==> config.mk <==
export PLATFORM = sky130hd
export DESIGN_NAME = rlt_match
export DESIGN_NICKNAME = d
export VERILOG_FILES = /design/src/hdl/range_lock_table_macros.svh /design/src/hdl/rlt_pkg.sv /design/src/hdl/rlt_match.sv
export SDC_FILE = /design/constraint.sdc
export NUM_CORES = 1
export LEC_CHECK = 0
export BUFFER_PORTS_ARGS = -buffer_cell sky130_fd_sc_hd__buf_2
export CORE_MARGIN = 1.5
export CORE_UTILIZATION = 48
export DETAILED_ROUTE_END_ITERATION = 16
export MAX_ROUTING_LAYER = met4
export PLACE_DENSITY_LB_ADDON = 0.05
export SYNTH_ARGS = -nofsm -noshare
export SYNTH_HDL_FRONTEND = slang
export SYNTH_SLANG_ARGS = --single-unit
==> constraint.sdc <==
create_clock -name vclk -period 5.2
set_input_delay 0.52 -clock vclk [all_inputs]
set_output_delay 0.52 -clock vclk [all_outputs]
set_load 0.02 [all_outputs]
==> src/hdl/range_lock_table_macros.svh <==
// assertion helpers, clocked on clk and disabled while rst_n is low
`ifndef RANGE_LOCK_TABLE_MACROS_SVH
`define RANGE_LOCK_TABLE_MACROS_SVH

// same-cycle implication
`define RLT_ASSERT_NOW(label, ante, cons, msg) \
  label: assert property (@(posedge clk) disable iff (!rst_n) (ante) |-> (cons)) \
    else $error(msg);

// next-cycle implication
`define RLT_ASSERT_NEXT(label, ante, cons, msg) \
  label: assert property (@(posedge clk) disable iff (!rst_n) (ante) |=> (cons)) \
    else $error(msg);

`endif

==> src/hdl/rlt_pkg.sv <==
`default_nettype none

package rlt_pkg;

  localparam int unsigned ENTRIES_DEF = 64;
  localparam int unsigned START_W     = 63;
  localparam int unsigned LEN_W       = 32;
  localparam int unsigned TXN_W       = 31;
  localparam int unsigned CNT_OUT_W   = 7;
  localparam int unsigned LAST_W      = 64;

  typedef enum logic [1:0] {
    REQ_LOCK     = 2'd0,
    REQ_RELEASE  = 2'd1,
    REQ_QUERY    = 2'd2,
    REQ_ROLLBACK = 2'd3
  } req_t;

  typedef enum logic [1:0] {
    STAT_OK   = 2'd0,
    STAT_FULL = 2'd1,
    STAT_ZERO = 2'd2
  } status_t;

  typedef enum logic [1:0] {
    FSM_CLEAR,
    FSM_IDLE,
    FSM_SCAN,
    FSM_DONE
  } fsm_t;

  typedef struct packed {
    req_t               req_type;
    logic [START_W-1:0] range_start;
    logic [LEN_W-1:0]   range_length;
    logic [TXN_W-1:0]   txn_id;
  } in_item_t;

  typedef struct packed {
    status_t              status;
    logic                 overlap_found;
    logic [CNT_OUT_W-1:0] cleared_count;
    logic [CNT_OUT_W-1:0] occupancy;
  } out_item_t;

  typedef struct packed {
    logic               valid;
    logic [TXN_W-1:0]   owner;
    logic [LEN_W-1:0]   length;
    logic [START_W-1:0] start;
  } slot_t;

  typedef struct packed {
    logic occupied;
    logic overlap;
    logic owner_eq;
  } hit_t;

endpackage

`default_nettype wire

==> src/hdl/rlt_match.sv <==
`default_nettype none

module rlt_match import rlt_pkg::*; (
  input  wire slot_t              entry,
  input  wire logic [START_W-1:0] req_start,
  input  wire logic [LAST_W-1:0]  req_last,
  input  wire logic [TXN_W-1:0]   req_txn,
  output hit_t                    hit
);

  logic [LAST_W-1:0] entry_first;
  logic [LAST_W-1:0] entry_last;

  // inclusive end, 64 bits so it never wraps
  assign entry_first = {1'b0, entry.start};
  assign entry_last  = entry_first + {{(LAST_W-LEN_W){1'b0}}, entry.length} - LAST_W'(1);

  assign hit.occupied = entry.valid;
  assign hit.overlap  = ({1'b0, req_start} <= entry_last) && (entry_first <= req_last);
  assign hit.owner_eq = (entry.owner == req_txn);

endmodule

`default_nettype wire

# After elaboration in Yosys (flattened, before gate mapping)
# Index checks and enable logic that the tools add are counted.
totals:
  out_inout_bits: 3
  register_bits: 0
  input_bits: 285
op_classes:
  n_eq_ne: 1
  order_cmp: 2
  reduce_logical: 1
  n_addsub: 2
op_table:
  columns: ["op", "count"]
  rows:
  - ["$le 63x64->1", 2]
  - ["$add 63x32->64", 1]
  - ["$sub 64x1->64 const B", 1]
  - ["$eq 31x31->1", 1]
  - ["$logic_and 1x1->1", 1]

# Logic depth before layout (Yosys ltp)
depth:
  depth_word: 4
  depth_mapped: 27
  ltp_nobuf: 27

# Worst setup path after synthesis
# OpenSTA, ideal clock, no wires.
synth_timing:
  path_type: "input -> output"
  start: "input port entry[1] (netlist name)"
  end: "output port hit[1] (netlist name)"
  setup_slack_ns: -0.245
  stages: 26
  n_path_buf: 0
  t_arrival_ns: 4.925
  required_ns: 4.680
  path_cell_list: "inv_1 ha_1 inv_1 ha_1 inv_1 fa_1 nor2b_1 o31a_1 a41oi_1 o31ai_2 a21o_1 o221ai_2 o32ai_1 a311oi_1 xor2_1 ha_1 nand4_1 nor2_1 nand2_1 nor4_1 inv_1 nor3_1 o21ai_0 o2111ai_1 o22ai_1 o211a_1"
synth_lines:
  columns: ["element", "line", "text"]
  rows:
  - ["from (decl)", "rlt_match.sv:4", "input wire slot_t entry,"]
  - ["to (decl)", "rlt_match.sv:8", "output hit_t hit"]

==> flow_metrics.tcl <==
set metrics [dict create \
    outcome "complete, but fails checks" \
    failed_checks "negative setup slack" \
    synth.net_count 1631 \
    met2_usage_pct 52.6 \
    dr.first_iter.drc_count 292 \
    power_frac_seq_pct 0 \
    synth-compound-area-share_pct 24.7 \
    final_core_util_pct 69.0 \
    switching_share_pct 50.3 \
    overflow 0 \
    wl_per_cell_um 13.3 \
    dpl_cell_area_um2 10500 \
    timing.final.crit_share_pct 106 \
    internal_power_uw 762 \
    min_period_ns 5.53 \
    antenna_found_initial 2 \
    drtPass1Iterations 5 \
    grtUsageTotal_pct 28.1 \
    fillers 1442 \
    synth_most_common_cell "inv_1" \
    synth_top_family_by_area "adder cells" \
    worstHoldPathType "in2out" \
    grt_max_degree 10 \
    netlist_area_um2 7750 \
    synthAdderAreaFrac_pct 35.8 \
    die_area_um2 16900 \
    drive_above_1_share_pct 32.6 \
    dp_hpwl_mm 21.4 \
    synth_seq_area_share_pct 0 \
    io_pins 288 \
    routed_wl_mm 23.6 \
    multi_input_area_um2 7020 \
    yosys.area.top_type_share_pct 35.5 \
    setup_viol 1 \
    cap_violations 0 \
    synthXorXnorAreaFrac_pct 10.2 \
    start_util_pct 49.0 \
    viasPerCell 5.10 \
    ys_types 62 \
    grt.met1_usage_pct 33.8 \
    tightest_slew_ns 1.04 \
    power_density_nw_per_um2 140 \
    synthCells 1125 \
    preCtsSetupSlack_ns -0.513 \
    endpoint_kind "output port" \
    synthTopCellsByArea "ha_1, inv_1, a21oi_1" \
    gp_congestion 0.936 \
    drtAntennaViolNets 0 \
    final_area_um2 10900 \
    clock.fmax_ghz 0.181 \
    combinationalPowerShare_pct 100.0 \
    vias 9044 \
    hold_viol 0 \
    first_global_vias 8664 \
    slew_viol_final 0 \
    nClkBuffers 0 \
    worstPathArrival_ns 5.01 \
    synth_top_cell_by_area "ha_1" \
    drc_errors 0 \
    fin_ws_ns -0.326 \
    criticalPathCategory "in2out" \
    pwr-share-clk_pct 0 \
    cp.required_ns 4.68 \
    finalNetCount 2063 \
    die_h_um 130 \
    ys_top_cells_by_count "inv_1, ha_1, a21oi_1, nand2_1, o21ai_0" \
    synthToLayoutAreaGrowth_pct 40.8 \
    p_leak_uw 0.00631 \
    grt_pass1_wl_mm 38.0 \
    busiest_layer "met2" \
    port_buffers 286 \
    die_width_um 130 \
    postSynthAreaPerCell_um2 6.89 \
    switching_power_uw 771 \
    cp_max_fo 3 \
    max_slew_margin_pct 29.0 \
    seq_cells 0 \
    fp.coreArea_um2 15800 \
    regArea_um2 0 \
    synthSimpleGateAreaFrac_pct 16.2 \
    hold_buffers 0 \
    rsz0062_at_grt "yes" \
    critPathLaunchType "input port" \
    synthMuxAreaShare_pct 0 \
    row_count 46 \
    min_path_cells 0 \
    yosysWarnings 0 \
    peakVddDrop_mv 0.0987 \
    grtUsageMet3_pct 1.31 \
]
-- cells in the final DEF, fill, tap and decap left out, types with 3 or more instances in the layout --
| cell | instances |
|---|---|
| a2111oi_0 | 3 |
| a211oi_1 | 5 |
| a21o_1 | 46 |
| a21oi_1 | 94 |
| a21oi_2 | 9 |
| a221oi_1 | 3 |
| a31oi_1 | 11 |
| and2_1 | 7 |
| and3_1 | 6 |
| and4_1 | 4 |
| buf_2 | 283 |
| buf_4 | 163 |
| buf_6 | 4 |
| ha_1 | 211 |
| ha_4 | 8 |
| inv_1 | 237 |
| inv_2 | 4 |
| inv_4 | 3 |
| nand2_1 | 62 |
| nand2b_1 | 8 |
| nand3_1 | 17 |
| nand4_1 | 46 |
| nor2_1 | 40 |
| nor2b_1 | 14 |
| nor3_1 | 14 |
| nor4_1 | 7 |
| o2111ai_1 | 5 |
| o211ai_1 | 8 |
| o21a_1 | 11 |
| o21ai_0 | 57 |
| o21ai_1 | 6 |
| o21ai_2 | 3 |
| o21bai_1 | 5 |
| o22ai_1 | 3 |
| o31a_1 | 3 |
| or3_1 | 5 |
| xnor2_1 | 42 |
| xor2_1 | 48 |
-- stage by stage --
| stage | cells | hold slack (ns) | total power (uW) | TNS [ns] |
|---|---|---|---|---|
| 2_1_floorplan | 1125 | 1.15 | 891 | 0 |
| 3_3_place_gp | 1756 | 1.04 | 1410 | -0.439 |
| 3_5_place_dp | 1756 | 1.04 | 1430 | -0.513 |
| 4_1_cts | 1762 | 1.04 | 1470 | -0.334 |
| 5_1_grt | 1772 | 1.04 | 1730 | -0.578 |
| 6_report | 1772 | 1.04 | 1530 | -0.326 |
-- path summary, 6_finish.rpt --
check | startpoint | end | slack, ns
setup / recovery | entry[64] | hit[1] | -0.33
hold / removal | entry[126] | hit[2] | 1.04
-- layout make-up --
class	instances	share of cell area (%)
inverter	244	8.46
timing repair buffer	451	24.7
tap	216	2.47
antenna	1	0.0229
multi-input combinational	860	64.3
-- cells by family (layout without fill, tap and decap cells) --
family / count (synthesis) / after routing
adder cells (fa/ha/maj): 221 / 221
other: 0 / 1
AO/OA/AOI/OAI: 303 / 303
AND/OR/NAND/NOR: 246 / 246
XOR/XNOR: 90 / 90
buffers and inverters: 265 / 695
-- routing by layer --
layer / share of wire (%) / wire [um]
met3: 4.4 / 1030
met5: 0 / 0
met4: 1.5 / 343
met1: 44 / 10500
met2: 50 / 11800
-- critical path, cell delays in order --
cell and delay [ns]:
buf_6 0.07, inv_4 0.03, ha_4 0.26, inv_4 0.03, ha_4 0.15, buf_4 0.12, buf_4 0.12, a21o_1 0.18
nand4_1 0.13, a2111oi_2 0.08, buf_4 0.14, or3_4 0.39, a41o_1 0.29, buf_4 0.15, a21o_1 0.21, a21oi_4 0.17
xnor2_1 0.12, ha_1 0.31, nand4_1 0.09, or3_1 0.39, nor3_1 0.33, a21oi_1 0.16, nor2_1 0.11, o22ai_1 0.08
o211a_1 0.23, buf_6 0.13
-- repair_timing --
action | in CTS | in global routing
resized for setup | 31 | 38
buffers inserted | 6 | 9
cloned | 0 | 0
setup endpoints to repair | 1 | 1
pin swaps | 21 | 30
-- power by group through the flow --
stage / registers [uW] / logic [uW] / clock network (uW)
floorplan: 0 / 891 / 0
global placement: 0 / 1410 / 0
detailed placement: 0 / 1430 / 0
CTS: 0 / 1470 / 0
global route: 0 / 1730 / 0.0000257
finish: 0 / 1530 / 0.0000257
Power figures use the tool's default switching activity.
